[config.mk]
export PLATFORM = sky130hd
export DESIGN_NAME = sddm_ctrl
export DESIGN_NICKNAME = d
export VERILOG_FILES = /design/src/hw/rtl/sddm_pkg.sv /design/src/hw/rtl/sddm_ctrl.sv
export SDC_FILE = /design/constraint.sdc
export NUM_CORES = 1
export LEC_CHECK = 0
export BUFFER_PORTS_ARGS = -buffer_cell sky130_fd_sc_hd__buf_4
export CAP_MARGIN = 5
export CELL_PAD_IN_SITES_DETAIL_PLACEMENT = 0
export CELL_PAD_IN_SITES_GLOBAL_PLACEMENT = 1
export CORE_UTILIZATION = 39
export CTS_CLUSTER_DIAMETER = 60
export DETAILED_ROUTE_END_ITERATION = 7
export PLACE_DENSITY_LB_ADDON = 0.1
export SLEW_MARGIN = 20
export SYNTH_ARGS = -nofsm -noshare
export SYNTH_HDL_FRONTEND = slang
export SYNTH_SLANG_ARGS = --single-unit
[constraint.sdc]
create_clock -name clk -period 4.3 [get_ports clk]
set_input_delay 0.86 -clock clk [delete_from_list [all_inputs] [get_ports clk]]
set_output_delay 0.86 -clock clk [all_outputs]
set_load 0.05 [all_outputs]
[src/hw/rtl/sddm_pkg.sv]
// shared types, constants and functions of the dop sigma-delta modulator
package sddm_pkg;

	// default sizes
	localparam int MAX_CHANNELS_DEF     = 8;
	localparam int MAX_ORDER_DEF        = 8;
	localparam int IDLE_LOCK_FRAMES_DEF = 96;

	// fixed widths (order index covers the whole order range)
	localparam int IDX_W = 3;
	localparam int RUN_W = 7;

	// register indexes
	typedef enum logic [2:0] {
		REG_CHANNEL_COUNT  = 3'd0,
		REG_FILTER_ORDER   = 3'd1,
		REG_DITHER_AMP     = 3'd2,
		REG_INPUT_LIMIT    = 3'd3,
		REG_STAB_LIMIT     = 3'd4,
		REG_COEF_LOW       = 3'd5,
		REG_COEF_HIGH      = 3'd6
	} reg_idx_t;

	// register reset values
	localparam logic [3:0]  CHANNEL_COUNT_RST = 4'd2;
	localparam logic [3:0]  FILTER_ORDER_RST  = 4'd1;
	localparam logic [30:0] INPUT_LIMIT_RST   = 31'd16777216;
	localparam logic [30:0] STAB_LIMIT_RST    = 31'd67108864;

	// q8.24 constants
	localparam logic signed [41:0] ONE_Q24     = 42'sd16777216;
	localparam logic [31:0]        THR_SILENCE = 32'd2013;
	localparam logic [31:0]        THR_LOCK    = 32'd5872;
	localparam logic [31:0]        THR_UNLOCK  = 32'd15099;

	// output bytes
	localparam logic [7:0] SILENCE_BYTE = 8'h69;
	localparam logic [7:0] MARKER_EVEN  = 8'h05;
	localparam logic [7:0] MARKER_ODD   = 8'hfa;

	// dither generator
	localparam logic [31:0] LCG_ZERO_SEED = 32'h9e3779b9;
	localparam logic [31:0] LCG_MUL       = 32'd1664525;
	localparam logic [31:0] LCG_ADD       = 32'd1013904223;

	typedef enum logic [3:0] {
		ST_IDLE,
		ST_LOAD,
		ST_EVAL,
		ST_LCG,
		ST_MAC,
		ST_SUM,
		ST_DEC,
		ST_STORE,
		ST_DONE
	} state_t;

	typedef struct packed {
		logic             accept;
		logic             load;
		logic             eval;
		logic             lcg;
		logic             mac;
		logic             sum;
		logic             dec;
		logic             store;
		logic             out_load;
		logic [IDX_W-1:0] idx;
		logic [3:0]       bit_idx;
	} dp_cmd_t;

	typedef struct packed {
		logic             silence;
		logic [IDX_W-1:0] order_last;
	} dp_status_t;

	function automatic logic [31:0] lcg_next(input logic [31:0] s);
		logic [31:0] b;
		b = (s == 32'd0) ? LCG_ZERO_SEED : s;
		return 32'(b * LCG_MUL) + LCG_ADD;
	endfunction

	function automatic logic signed [31:0] clamp_sym(input logic signed [41:0] v,
		input logic [30:0] lim);
		logic signed [41:0] hi;
		logic signed [41:0] lo;
		hi = $signed({11'd0, lim});
		lo = -hi;
		if (v > hi) begin
			return hi[31:0];
		end else if (v < lo) begin
			return lo[31:0];
		end
		return v[31:0];
	endfunction

endpackage

[src/hw/rtl/sddm_ctrl.sv]
// controller state machine of the dop sigma-delta modulator
module sddm_ctrl #(
	parameter int MAX_ORDER = sddm_pkg::MAX_ORDER_DEF
) (
	input  logic                 clk,
	input  logic                 arst_n,
	input  logic                 in_valid,
	output logic                 in_stall,
	output logic                 out_valid,
	input  logic                 out_stall,
	output sddm_pkg::dp_cmd_t    cmd,
	input  sddm_pkg::dp_status_t st
);

	localparam logic [sddm_pkg::IDX_W-1:0] LAST_IDX = sddm_pkg::IDX_W'(MAX_ORDER - 1);

	sddm_pkg::state_t state_q, state_d;
	logic [sddm_pkg::IDX_W-1:0] idx_q;
	logic [3:0] bit_q;
	logic       out_valid_q;
	logic       can_load;

	assign can_load  = !out_valid_q || !out_stall;
	assign out_valid = out_valid_q;
	assign in_stall  = (state_q != sddm_pkg::ST_IDLE);

	always_comb begin
		state_d = state_q;
		unique case (state_q)
			sddm_pkg::ST_IDLE: begin
				if (in_valid) state_d = sddm_pkg::ST_LOAD;
			end
			sddm_pkg::ST_LOAD: begin
				if (idx_q == LAST_IDX) state_d = sddm_pkg::ST_EVAL;
			end
			sddm_pkg::ST_EVAL: begin
				state_d = st.silence ? sddm_pkg::ST_STORE : sddm_pkg::ST_LCG;
			end
			sddm_pkg::ST_LCG: begin
				state_d = sddm_pkg::ST_MAC;
			end
			sddm_pkg::ST_MAC: begin
				if (idx_q == st.order_last) state_d = sddm_pkg::ST_SUM;
			end
			sddm_pkg::ST_SUM: begin
				state_d = sddm_pkg::ST_DEC;
			end
			sddm_pkg::ST_DEC: begin
				state_d = (bit_q == 4'd15) ? sddm_pkg::ST_STORE : sddm_pkg::ST_LCG;
			end
			sddm_pkg::ST_STORE: begin
				if (idx_q == LAST_IDX) begin
					state_d = can_load ? sddm_pkg::ST_IDLE : sddm_pkg::ST_DONE;
				end
			end
			sddm_pkg::ST_DONE: begin
				if (can_load) state_d = sddm_pkg::ST_IDLE;
			end
			default: state_d = sddm_pkg::ST_IDLE;
		endcase
	end

	always_comb begin
		cmd          = '0;
		cmd.idx      = idx_q;
		cmd.bit_idx  = bit_q;
		cmd.accept   = (state_q == sddm_pkg::ST_IDLE) && in_valid;
		cmd.load     = (state_q == sddm_pkg::ST_LOAD);
		cmd.eval     = (state_q == sddm_pkg::ST_EVAL);
		cmd.lcg      = (state_q == sddm_pkg::ST_LCG);
		cmd.mac      = (state_q == sddm_pkg::ST_MAC);
		cmd.sum      = (state_q == sddm_pkg::ST_SUM);
		cmd.dec      = (state_q == sddm_pkg::ST_DEC);
		cmd.store    = (state_q == sddm_pkg::ST_STORE);
		cmd.out_load = can_load && (((state_q == sddm_pkg::ST_STORE) && (idx_q == LAST_IDX))
			|| (state_q == sddm_pkg::ST_DONE));
	end

	always_ff @(posedge clk or negedge arst_n) begin
		if (!arst_n) begin
			state_q     <= sddm_pkg::ST_IDLE;
			idx_q       <= '0;
			bit_q       <= '0;
			out_valid_q <= 1'b0;
		end else begin
			state_q <= state_d;
			if (state_d != state_q) begin
				idx_q <= '0;
			end else if (cmd.load || cmd.mac || cmd.store) begin
				idx_q <= idx_q + 1'b1;
			end
			if (cmd.eval) begin
				bit_q <= '0;
			end else if (cmd.dec) begin
				bit_q <= bit_q + 4'd1;
			end
			if (cmd.out_load) begin
				out_valid_q <= 1'b1;
			end else if (!out_stall) begin
				out_valid_q <= 1'b0;
			end
		end
	end

	a_no_overwrite: assert property (@(posedge clk) disable iff (!arst_n)
		cmd.out_load |-> (!out_valid_q || !out_stall))
		else $error("result register overwritten while held");

	a_accept_loads: assert property (@(posedge clk) disable iff (!arst_n)
		(in_valid && !in_stall) |=> (state_q == sddm_pkg::ST_LOAD))
		else $error("accepted transfer did not start history load");

	a_tap_range: assert property (@(posedge clk) disable iff (!arst_n)
		(state_q == sddm_pkg::ST_MAC) |-> (idx_q <= st.order_last))
		else $error("feedback tap beyond order");

endmodule

==> Word-level counts from Yosys, hierarchy flattened <==
Index checks and enable logic that the tools add are counted.
{ "classes": {"addsub": 2, "n_eq_ne": 13, "reduce_logical": 13, "muxes": 15} }
{ "op_table": {"columns": ["op", "n"], "rows": [
  ["$pmux 4 s9", 1],
  ["$mux 4", 8],
  ["$eq 4x3->1 const B", 4],
  ["$mux 3", 4],
  ["$eq 4x2->1 const B", 2],
  ["$eq 4x4->1 const B", 2],
  ["$add 4x1->4 const B", 1],
  ["$eq 4x1->1 const B", 1],
  ["$logic_not 4->1", 1],
  ["$logic_or 1x1->1", 4],
  ["$ne 4x4->1", 1],
  ["$reduce_bool 2->1", 2],
  ["$reduce_bool 4->1", 1],
  ["$add 3x1->3 const B", 1],
  ["$eq 3x3->1", 1],
  ["$eq 3x3->1 const B", 1],
  ["$logic_and 1x1->1", 3],
  ["$logic_not 1->1", 2],
  ["$mux 1", 2],
  ["$ne 2x1->1 const B", 1]
]} }
{ "word_totals": {"register_bits": 12, "input_bits": 8} }

==> Longest topological paths before layout <==
Gate-level depths: netlist (run 1).
{ "logic_depth": {"ltp_word": 7, "mapped_depth": 6} }

==> Least setup slack after synthesis (run 1) <==
Ideal clock, no wire load.
{ "synth_timing": {"kind": "register to output", "from": "register state_q[0]", "to": "output cmd[7] (netlist bit)", "setup_slack_ns": 0.938, "stages_incl_launch_ff": 7, "path_buffers": 2, "arrival_ns": 2.502, "cell_sequence": "dfrtp_1 > buf_6 > clkbuf_1 > nand2_1 > nor2_1 > a32oi_1 > a21oi_1"} }
{ "synth_lines": {"columns": ["element", "line", "source"], "rows": [
  ["start, declared", "sddm_ctrl.sv:17", "sddm_pkg::state_t state_q, state_d;"],
  ["start signal, assigned", "sddm_ctrl.sv:81", "state_q <= sddm_pkg::ST_IDLE;"],
  ["start signal, assigned", "sddm_ctrl.sv:86", "state_q <= state_d;"],
  ["end, declared", "sddm_ctrl.sv:11", "output sddm_pkg::dp_cmd_t cmd,"]
]} }

==> results.json, run 1 <==
{
  "drtAntennaViolNets": 0,
  "crit_path_start_kind": "register",
  "clock_sink_count": 12,
  "post-route-drc-count": 0,
  "cts_setup_buffers": 0,
  "power.switching_fraction": 0.539,
  "grt_first_pass_wirelength_um": 3280,
  "area_delta_synth_final_pct": 23.5,
  "clock_power_share": 0.091,
  "clk_pin_slew_worst_paths_ns": 0.07,
  "nets_in_the_synthesized_netlist": 110,
  "grt_antenna_before_repair": 0,
  "layout_worst_path_cycle_share": 0.628,
  "netlist.top_cell.by_area": "sky130_fd_sc_hd__dfrtp_1",
  "placement_rows": 16,
  "start_util": 0.426,
  "fin_nets": 133,
  "pin_count_of_the_biggest_net_entering_global_routing": 20,
  "hold_viol_final": 0,
  "antenna_cells": 0,
  "total_leakage_power_nw": 0.509,
  "fp.coreArea_mm2": 0.00200,
  "power.internal_uw": 339,
  "max_slew.worst_pin.slew_ns": 0.546,
  "cp.arrival_ns": 1.84,
  "cts_buffers": 3,
  "ys.warnings.count": 0,
  "tritoncts_clock_tree": "built",
  "synth.distinct_cells": 38,
  "p_total_uw": 736,
  "combPwrFrac": 0.617,
  "p_switching_uw": 397,
  "setup.worst_path.class": "reg -> out",
  "fin_tns_setup_ns": 0,
  "wl_per_cell_um": 13.0,
  "relSlewSlack": 0.635,
  "dpl.cell_count": 144,
  "die_h_um": 48.7,
  "insertion_delay_ns": 0.27,
  "finalSetupViolCount": 0,
  "post_cts_hold_buffer_count": 0,
  "p_per_area_mw_per_mm2": 700,
  "synth_seq_area_share": 0.352,
  "skew_ns": 0.000672,
  "postSynthAreaPerCell_um2": 8.61,
  "ys_dominant_reg_cell": "sky130_fd_sc_hd__dfrtp_1",
  "synth_top_cell_area_share": 0.352,
  "syn_area_um2": 852,
  "library_cell_used_as_clock_root_buffer": "sky130_fd_sc_hd__clkbuf_4",
  "h_tree_depth_reported_by_cts": 1,
  "ir_drop_mv": 0.313,
  "synth_edf_count": 0,
  "cts_resized": 0,
  "grt_usage": 0.175,
  "final_max_slew_viol_count": 0,
  "fillCellCount": 204,
  "ys_ff_latch": 12,
  "routed-via-count": 788,
  "layout.cells.most_common_list": "25 x sky130_fd_sc_hd__buf_4, 12 x sky130_fd_sc_hd__dfrtp_1, 10 x sky130_fd_sc_hd__nand2_1, 10 x sky130_fd_sc_hd__nor2_1, 7 x sky130_fd_sc_hd__a21oi_1",
  "grt_pass1_vias": 743,
  "max_freq_mhz": 371,
  "dieWidth_um": 48.7,
  "instances_no_fill": 147,
  "vias_per_cell": 5.36,
  "routed_wirelength_um": 1920,
  "rsz0062_at_grt": "false",
  "status": "completed",
  "io-pin-count": 26,
  "netlist_top_cells_area": "sky130_fd_sc_hd__dfrtp_1 35%, sky130_fd_sc_hd__ha_1 4.4%, sky130_fd_sc_hd__nand2_1 4.4%",
  "required_ns": 3.44,
  "globalplace.congestion": 0.809,
  "die_area_mm2": 0.00238,
  "async_flop_share": 1.00,
  "share_of_post_route_cells_with_drive_strength_above_1": 0.250,
  "place_hpwl_um": 1460,
  "period_needed_ns": 2.70,
  "dr.first_iter.drc_count": 10,
  "port_buffers": 25,
  "share_seq_of_total_power": 0.292,
  "detail_route.first_pass.iterations": 4,
  "grt.overflow.total": 0,
  "layout_commonest_cell": "sky130_fd_sc_hd__buf_4",
  "setup.worst_path.end_class": "primary output",
  "layout.core_utilization": 0.526,
  "syn_inst": 99,
  "min_path_type": "in -> async",
  "clk_path_buf_depth": 2,
  "hold-worst-slack_ns": 0.413,
  "max_cap_violations": 0,
  "cp_max_fo": 19
}
## per-stage QoR
stage | setup WS (ns) | cell area [µm²]
detailed placement | 1.90 | 1030
global route | 1.42 | 1050
floorplan | 0.938 | 852
finish | 1.60 | 1050
CTS | 1.60 | 1050
global placement | 1.96 | 1030
## final cells by class
cell class              count  area [µm²]  area share
well taps                  27        33.8      0.0321
multi-input cells          77         497       0.472
clock buffers               3        22.5      0.0214
inverters                   3        11.3      0.0107
flip-flops and latches     12         300       0.285
repair buffers             25         188       0.178
## kinds of logic (layout without fill, tap and decap cells)
| logic type | Yosys count | in the layout | synth area share |
|---|---|---|---|
| AO/OA/AOI/OAI | 26 | 26 | 0.210 |
| XOR/XNOR | 5 | 5 | 0.0514 |
| adder cells (fa/ha/maj) | 3 | 3 | 0.0441 |
| buffers and inverters | 10 | 31 | 0.0646 |
| flip-flops | 12 | 12 | 0.352 |
| multiplexers | 3 | 3 | 0.0352 |
| AND/OR/NAND/NOR | 40 | 40 | 0.242 |
## worst paths after layout
check / depth (start not counted) / slack [ns] / from / end
max: 5 / 1.60 / state_q[2] / cmd[7]
min: 1 / 0.41 / arst_n / bit_q[1]
max reg2reg: 6 / 2.37 / idx_q[0] / idx_q[0]
min reg2reg: 2 / 0.55 / bit_q[1] / bit_q[1]
max in group asynchronous: 1 / 3.74 / arst_n / idx_q[0]
min in group clk: 2 / 0.55 / bit_q[1] / bit_q[1]
## synth_stat cells (2+ instances only)
cell type / count
sky130_fd_sc_hd__nand2b_1: 4
sky130_fd_sc_hd__buf_2: 2
sky130_fd_sc_hd__a211oi_1: 4
sky130_fd_sc_hd__nor2_1: 10
sky130_fd_sc_hd__dfrtp_1: 12
sky130_fd_sc_hd__o21ai_0: 4
sky130_fd_sc_hd__nand3_1: 3
sky130_fd_sc_hd__mux2i_1: 3
sky130_fd_sc_hd__ha_1: 3
sky130_fd_sc_hd__xnor2_1: 4
sky130_fd_sc_hd__nor3_1: 4
sky130_fd_sc_hd__nand2_1: 10
sky130_fd_sc_hd__inv_1: 3
sky130_fd_sc_hd__buf_4: 2
sky130_fd_sc_hd__clkbuf_1: 2
sky130_fd_sc_hd__a21oi_1: 7
## layer usage
metal,GRT usage,up-vias,part of all wire
met5,0,-,0
met4,0.0294,0,0.0052
met3,0.0503,2,0.048
met2,0.301,20,0.49
met1,0.217,368,0.46
li1,-,398,-
## power groups by stage
stage | registers [mW] | clock network, mW | logic (mW)
floorplan | 0.235 | 0 | 0.335
global placement | 0.214 | 0 | 0.455
detailed placement | 0.217 | 0 | 0.457
CTS | 0.214 | 0.0697 | 0.458
global route | 0.224 | 0.0745 | 0.494
finish | 0.215 | 0.0674 | 0.454
## registers in the layout, summed over array words and instances, names as in the netlist
name       cells
bit_q          4
state_q        4
idx_q          3
out_valid      1
## worst max-delay path, stage by stage (launching register included)
cell                       delay, ns
sky130_fd_sc_hd__dfrtp_1        0.68
sky130_fd_sc_hd__nand2b_1       0.17
sky130_fd_sc_hd__nor2_1         0.22
sky130_fd_sc_hd__a32oi_1        0.12
sky130_fd_sc_hd__a21oi_1        0.16
sky130_fd_sc_hd__buf_4          0.21
(Power assumes the default switching activity.)
==> run 2: changes to the inputs <==
Settings changed: CORE_UTILIZATION 39 to 33.
Clock period 4.3 ns to 2.4 ns, I/O delays scaled along.
==> run 2 against run 1 <==
Effect of this change:
- cell area increased by 5.6%
- final cell count increased by 4.8%
- register-to-register slack got worse by 1.9 ns
- non-clock buffer count increased by 3
- sequential share of layout area decreased by 1.5 points
- via count increased by 1.4%
- count of clock-buffer cells in the layout increased by 1
- global-route usage decreased by 1.7 points
- die area increased by 17%
- critical endpoint unchanged
- largest power group unchanged
==> results.json, run 2 (synthesized netlist as in run 1, its figures left out) <==
{
  "status": "completed",
  "pin_count_of_the_biggest_net_entering_global_routing": 15,
  "clock_power_share": 0.119,
  "slowest_stage": "sky130_fd_sc_hd__dfrtp_1",
  "cp_max_fo": 5,
  "cp_top_family": "adder cells",
  "crit_path_cell_trace": "ha_1 -> ha_1 -> a32oi_1 -> a21oi_4 -> buf_4",
  "cts_setup_buffers": 0,
  "timing.critical_path.slowest_cell_delay_ns": 0.43,
  "dieWidth_um": 52.8,
  "layout.cells.most_common_list": "28 x sky130_fd_sc_hd__buf_4, 12 x sky130_fd_sc_hd__dfrtp_1, 10 x sky130_fd_sc_hd__nand2_1",
  "ir_drop_mv": 0.649,
  "fin_area_mm2": 0.00111,
  "max_slew.worst_pin.slew_ns": 0.527,
  "fillCellCount": 249,
  "fp.coreArea_mm2": 0.00245,
  "rsz0062_at_grt": "false",
  "crit_path_start": "idx_q[0]",
  "setup.worst_path.end_class": "primary output",
  "finalSetupViolCount": 0,
  "insertion_delay_ns": 0.28,
  "grt_antenna_before_repair": 0,
  "io-pin-count": 26,
  "combPwrFrac": 0.626,
  "total_leakage_power_nw": 0.533,
  "max_cap_violations": 0,
  "h_tree_depth_reported_by_cts": 1,
  "worst_path_most_repeated_cell": "sky130_fd_sc_hd__ha_1",
  "relSlewSlack": 0.648,
  "critPathBufInv": 1,
  "clk_pin_slew_worst_paths_ns": 0.09,
  "power.switching_fraction": 0.525,
  "drtAntennaViolNets": 0,
  "library_cell_used_as_clock_root_buffer": "sky130_fd_sc_hd__clkbuf_4",
  "p_switching_uw": 729,
  "share_seq_of_total_power": 0.256,
  "clk_path_buf_depth": 2,
  "rr_startpoint": "idx_q[0]",
  "detailed_place.area_mm2": 0.00107,
  "place_hpwl_um": 1540,
  "fin_nets": 136,
  "required_ns": 1.92,
  "p_per_area_mw_per_mm2": 1250,
  "globalplace.congestion": 0.782,
  "skew_ns": 0.0109,
  "grt_first_pass_wirelength_um": 3150,
  "cts_buffers": 3,
  "dr.first_iter.drc_count": 29,
  "max_freq_mhz": 443,
  "post_cts_hold_buffer_count": 0,
  "grt_usage": 0.157,
  "post-route-drc-count": 0,
  "antenna_cells": 0,
  "layout_worst_path_cycle_share": 0.940,
  "period_needed_ns": 2.26,
  "vias_per_cell": 5.19,
  "final_max_slew_viol_count": 0,
  "crit_path_start_kind": "register",
  "cts_resized": 0,
  "regs_by_ff_count": "bit_q: 4 flops, state_q: 4 flops, idx_q: 3 flops",
  "layout_commonest_cell": "sky130_fd_sc_hd__buf_4",
  "setup.worst_path.class": "reg -> out",
  "detail_route.first_pass.iterations": 4,
  "grt.overflow.total": 0,
  "hold_viol_final": 0,
  "start_util": 0.347,
  "clock_sink_count": 12,
  "min_path_type": "in -> async",
  "share_of_post_route_cells_with_drive_strength_above_1": 0.298,
  "die_area_mm2": 0.00279,
  "power.internal_uw": 661,
  "tritoncts_clock_tree": "built",
  "die_h_um": 52.8,
  "wl_per_cell_um": 13.2,
  "grt_pass1_vias": 675,
  "placement_rows": 18,
  "port_buffers": 25,
  "routed-via-count": 799,
  "fin_tns_setup_ns": 0,
  "cp.arrival_ns": 1.78,
  "routed_wirelength_um": 2030,
  "area_delta_synth_final_pct": 30.4
}
run 2: routing by layer:
| metal | GRT usage | routed length, µm |
|---|---|---|
| met5 | 0 | 0 |
| met4 | 0.0263 | 0 |
| met3 | 0.0522 | 135 |
| met2 | 0.247 | 905 |
| met1 | 0.210 | 985 |
run 2: final timing paths:
check                       endpoint  slack, ns  depth (start not counted)
setup / recovery              cmd[7]       0.14                          5
hold / removal              bit_q[3]       0.02                          1
setup reg to reg            idx_q[1]       0.52                          6
hold reg to reg             bit_q[1]       0.54                          2
max in group asynchronous   idx_q[0]       2.20                          1
min in group clk           out_valid       0.47                          3
run 2: power groups by stage:
| stage | logic (mW) | registers [mW] | clock network [mW] |
|---|---|---|---|
| 2_1_floorplan | 0.609 | 0.420 | 0 |
| 3_3_place_gp | 0.874 | 0.357 | 0 |
| 3_5_place_dp | 0.871 | 0.360 | 0 |
| 4_1_cts | 0.873 | 0.356 | 0.173 |
| 5_1_grt | 0.939 | 0.370 | 0.184 |
| 6_report | 0.870 | 0.355 | 0.165 |
run 2: through the flow:
stage	power, mW	cells	hold WS, ns	util	setup WS (ns)
final	1.39	154	0.0235	0.453	0.144
after global routing	1.49	154	0.0173	0.453	0.00759
after detailed placement	1.23	150	0.332	0.438	0.432
after global placement	1.23	150	0.331	0.438	0.489
after floorplan	1.03	99	0.184	-	0.0322
after CTS	1.40	154	0.0227	0.453	0.105
run 2: layout make-up:
| class | instances | area (µm²) | area share |
|---|---|---|---|
| inverter | 3 | 11.3 | 0.0101 |
| clock buffer | 4 | 36.3 | 0.0327 |
| tap | 30 | 37.5 | 0.0338 |
| timing repair buffer | 28 | 210 | 0.189 |
| multi-input combinational | 77 | 515 | 0.464 |
| sequential | 12 | 300 | 0.270 |
run 2: worst reg2reg max path, stage by stage (launching register included):
cell,delay (ns)
sky130_fd_sc_hd__dfrtp_1,0.43
sky130_fd_sc_hd__ha_1,0.22
sky130_fd_sc_hd__ha_1,0.23
sky130_fd_sc_hd__inv_1,0.11
sky130_fd_sc_hd__a21boi_0,0.09
sky130_fd_sc_hd__o32ai_1,0.51
sky130_fd_sc_hd__a211oi_1,0.15
==> run 3: changes to the inputs <==
Settings changed: ABC_AREA set to 1, CORE_UTILIZATION 33 to 31.
==> run 3 against run 2 <==
Effect of this change:
- global-route usage grew 0.42 points
- total power grew 8.1%
- die area grew 5.3%
- combinational power grew 18%
- sequential power shrank 3%
- clock skew shrank 0.0095 ns
- setup slack gained 0.049 ns
- hold slack gained 0.017 ns
- critical path depth grew 2
- synthesized cell count grew 27%
- final cell count grew 19%
- non-clock buffer count shrank 3
- critical path type unchanged
- highest routed layer is now met4
==> results.json, run 3 <==
{
  "min_path_type": "in -> async",
  "fp.coreArea_mm2": 0.00252,
  "most_frequently_used_cell_type_in_the_post_synthesis_netlist": "sky130_fd_sc_hd__nand2_1",
  "grt_antenna_before_repair": 0,
  "share_seq_of_total_power": 0.230,
  "p_total_mw": 1.50,
  "regs_by_ff_count": "bit_q: 4 flops, state_q: 4 flops, idx_q: 3 flops",
  "netlist.top_cell.by_area": "sky130_fd_sc_hd__dfrtp_1",
  "insertion_delay_ns": 0.27,
  "routed-via-count": 868,
  "post_cts_hold_buffer_count": 0,
  "cts_setup_buffers": 0,
  "synth_seq_area_share": 0.356,
  "synth-simple-area-share": 0.397,
  "post-route-drc-count": 0,
  "layout_worst_path_cycle_share": 0.920,
  "grt_pass1_vias": 758,
  "cp_max_fo": 5,
  "netlist_top_cells_area": "sky130_fd_sc_hd__dfrtp_1 36%, sky130_fd_sc_hd__nand2_1 15%, sky130_fd_sc_hd__nor2_1 8.4%",
  "fin_tns_setup_ns": 0,
  "clock_sink_count": 12,
  "fillCellCount": 275,
  "relSlewSlack": 0.813,
  "synth_edf_count": 0,
  "syn_area_um2": 845,
  "skew_ns": 0.00138,
  "async_flop_share": 1.00,
  "routed_wirelength_um": 2050,
  "dr.first_iter.drc_count": 30,
  "synth_top_cell_area_share": 0.356,
  "cts_buffers": 3,
  "layout.cells.most_common_list": "34 x sky130_fd_sc_hd__nand2_1, 25 x sky130_fd_sc_hd__buf_4, 19 x sky130_fd_sc_hd__nor2_1",
  "placement_rows": 18,
  "grt_usage": 0.162,
  "layout_commonest_cell": "sky130_fd_sc_hd__nand2_1",
  "ys_ff_latch": 12,
  "max_slew.worst_pin.slew_ns": 0.280,
  "combPwrFrac": 0.688,
  "period_needed_ns": 2.21,
  "post_synth_xor_area_fraction": 0.0207,
  "hold_viol_final": 0,
  "ys.warnings.count": 0,
  "setup.worst_path.end_class": "primary output",
  "pin_count_of_the_biggest_net_entering_global_routing": 13,
  "library_cell_used_as_clock_root_buffer": "sky130_fd_sc_hd__clkbuf_4",
  "timing.reg2reg.worst_path_depth": 11,
  "power.internal_uw": 626,
  "synth.distinct_cells": 19,
  "cts_resized": 0,
  "setup.worst_path.class": "reg -> out",
  "clk_path_buf_depth": 2,
  "grt.overflow.total": 0,
  "power.switching_fraction": 0.584,
  "synth_top_family_by_area": "simple AND/OR/NAND/NOR gates",
  "die_h_um": 54.2,
  "die_area_mm2": 0.00294,
  "grt_first_pass_wirelength_um": 3310,
  "synthMuxAreaShare": 0,
  "wl_per_cell_um": 11.2,
  "clock_power_share": 0.082,
  "dieWidth_um": 54.2,
  "area_delta_synth_final_pct": 29.8,
  "p_per_area_mw_per_mm2": 1370,
  "nets_in_the_synthesized_netlist": 137,
  "final_max_slew_viol_count": 0,
  "status": "completed",
  "antenna_cells": 0,
  "synth_compound_area_frac": 0.0889,
  "finalSetupViolCount": 0,
  "io-pin-count": 26,
  "postSynthAreaPerCell_um2": 6.70,
  "tritoncts_clock_tree": "built",
  "vias_per_cell": 4.72,
  "cp.arrival_ns": 1.73,
  "drtAntennaViolNets": 0,
  "port_buffers": 25,
  "ir_drop_mv": 0.920,
  "place_hpwl_um": 1680,
  "crit_path_start_kind": "register",
  "detail_route.first_pass.iterations": 4,
  "syn_inst": 126,
  "p_switching_uw": 878,
  "total_leakage_power_nw": 0.605,
  "required_ns": 1.92,
  "max_freq_mhz": 453,
  "synth_fa_ha_area_frac": 0.0444,
  "rsz0062_at_grt": "false",
  "h_tree_depth_reported_by_cts": 1,
  "start_util": 0.335,
  "clk_pin_slew_worst_paths_ns": 0.07,
  "share_of_post_route_cells_with_drive_strength_above_1": 0.286,
  "fin_nets": 167,
  "max_cap_violations": 0,
  "globalplace.congestion": 0.844,
  "ys_dominant_reg_cell": "sky130_fd_sc_hd__dfrtp_1",
  "synth_commonest_cells": "34 x sky130_fd_sc_hd__nand2_1, 19 x sky130_fd_sc_hd__nor2_1, 17 x sky130_fd_sc_hd__inv_1, 12 x sky130_fd_sc_hd__dfrtp_1, 8 x sky130_fd_sc_hd__nand3_1"
}
==> run 3: cell count changes in the layout (fill, tap and decap cells not counted), sizes merged, moves of 2 or more <==
cell,previous run,this run
a211oi,5,0
a21boi,2,0
a21oi,7,5
buf,28,25
inv,3,20
mux2i,3,0
nand2,10,40
nand2b,4,0
nand3,3,9
nor2,10,24
nor3,4,0
xnor2,4,0
==> run 3: cells by family (layout without fill, tap and decap cells) <==
| kind of cell | count (synthesis) | in the layout |
|---|---|---|
| compound gates | 13 | 13 |
| xor+xnor | 2 | 2 |
| buf+inv | 21 | 49 |
| fa+ha+maj | 3 | 3 |
| flops | 12 | 12 |
| simple gates | 75 | 75 |
==> run 3: layout make-up <==
type                            instances  area (µm²)  area share
Tap cell                               30        37.5      0.0342
Inverter                               21        78.8      0.0719
Timing Repair Buffer                   25         188       0.171
Multi-Input combinational cell         93         469       0.428
Clock buffer                            3        22.5      0.0205
Sequential cell                        12         300       0.274
==> run 3: worst paths after layout <==
path / end / start / slack (ns)
setup / recovery: cmd[7] / idx_q[1] / 0.19
hold / removal: state_q[1] / arst_n / 0.04
setup reg to reg: idx_q[0] / idx_q[0] / 0.75
hold reg to reg: bit_q[0] / bit_q[0] / 0.54
max in group asynchronous: state_q[3] / arst_n / 2.20
min in group clk: out_valid / out_stall / 0.52
==> run 3: per-stage QoR <==
| step | instance area, µm² | setup WS, ns | utilization | hold WS, ns | instances |
|---|---|---|---|---|---|
| finish | 1100 | 0.193 | 0.435 | 0.0408 | 184 |
| global route | 1100 | 0.0475 | 0.435 | 0.0371 | 184 |
| global placement | 1070 | 0.507 | 0.426 | 0.338 | 181 |
| floorplan | 848 | 0.0731 | - | 0.184 | 126 |
| CTS | 1100 | 0.165 | 0.435 | 0.0336 | 184 |
| detailed placement | 1070 | 0.474 | 0.426 | 0.333 | 181 |
==> run 3: routing by layer <==
layer  up-vias  wire length, µm  global-route usage
met1       390              982               0.229
met4         0               10              0.0769
met2        27              929               0.242
met3         2              132              0.0169
li1        449                -                   -
met5         -                0                   0
==> run 3: worst max-delay path, cell delays in order, from the launching register on <==
cell and delay, ns:
sky130_fd_sc_hd__dfrtp_1 0.39, sky130_fd_sc_hd__ha_1 0.17, sky130_fd_sc_hd__ha_1 0.23, sky130_fd_sc_hd__inv_1 0.10, sky130_fd_sc_hd__o21ai_0 0.16, sky130_fd_sc_hd__inv_1 0.10, sky130_fd_sc_hd__a21oi_2 0.11, sky130_fd_sc_hd__buf_4 0.20
==> run 3: power groups by stage <==
| stage | logic, mW | registers [mW] | clock network, mW |
|---|---|---|---|
| 2_1_floorplan | 0.647 | 0.456 | 0 |
| 5_1_grt | 1.12 | 0.360 | 0.140 |
| 3_5_place_dp | 1.03 | 0.350 | 0 |
| 6_report | 1.03 | 0.346 | 0.123 |
| 3_3_place_gp | 1.04 | 0.349 | 0 |
| 4_1_cts | 1.04 | 0.345 | 0.130 |
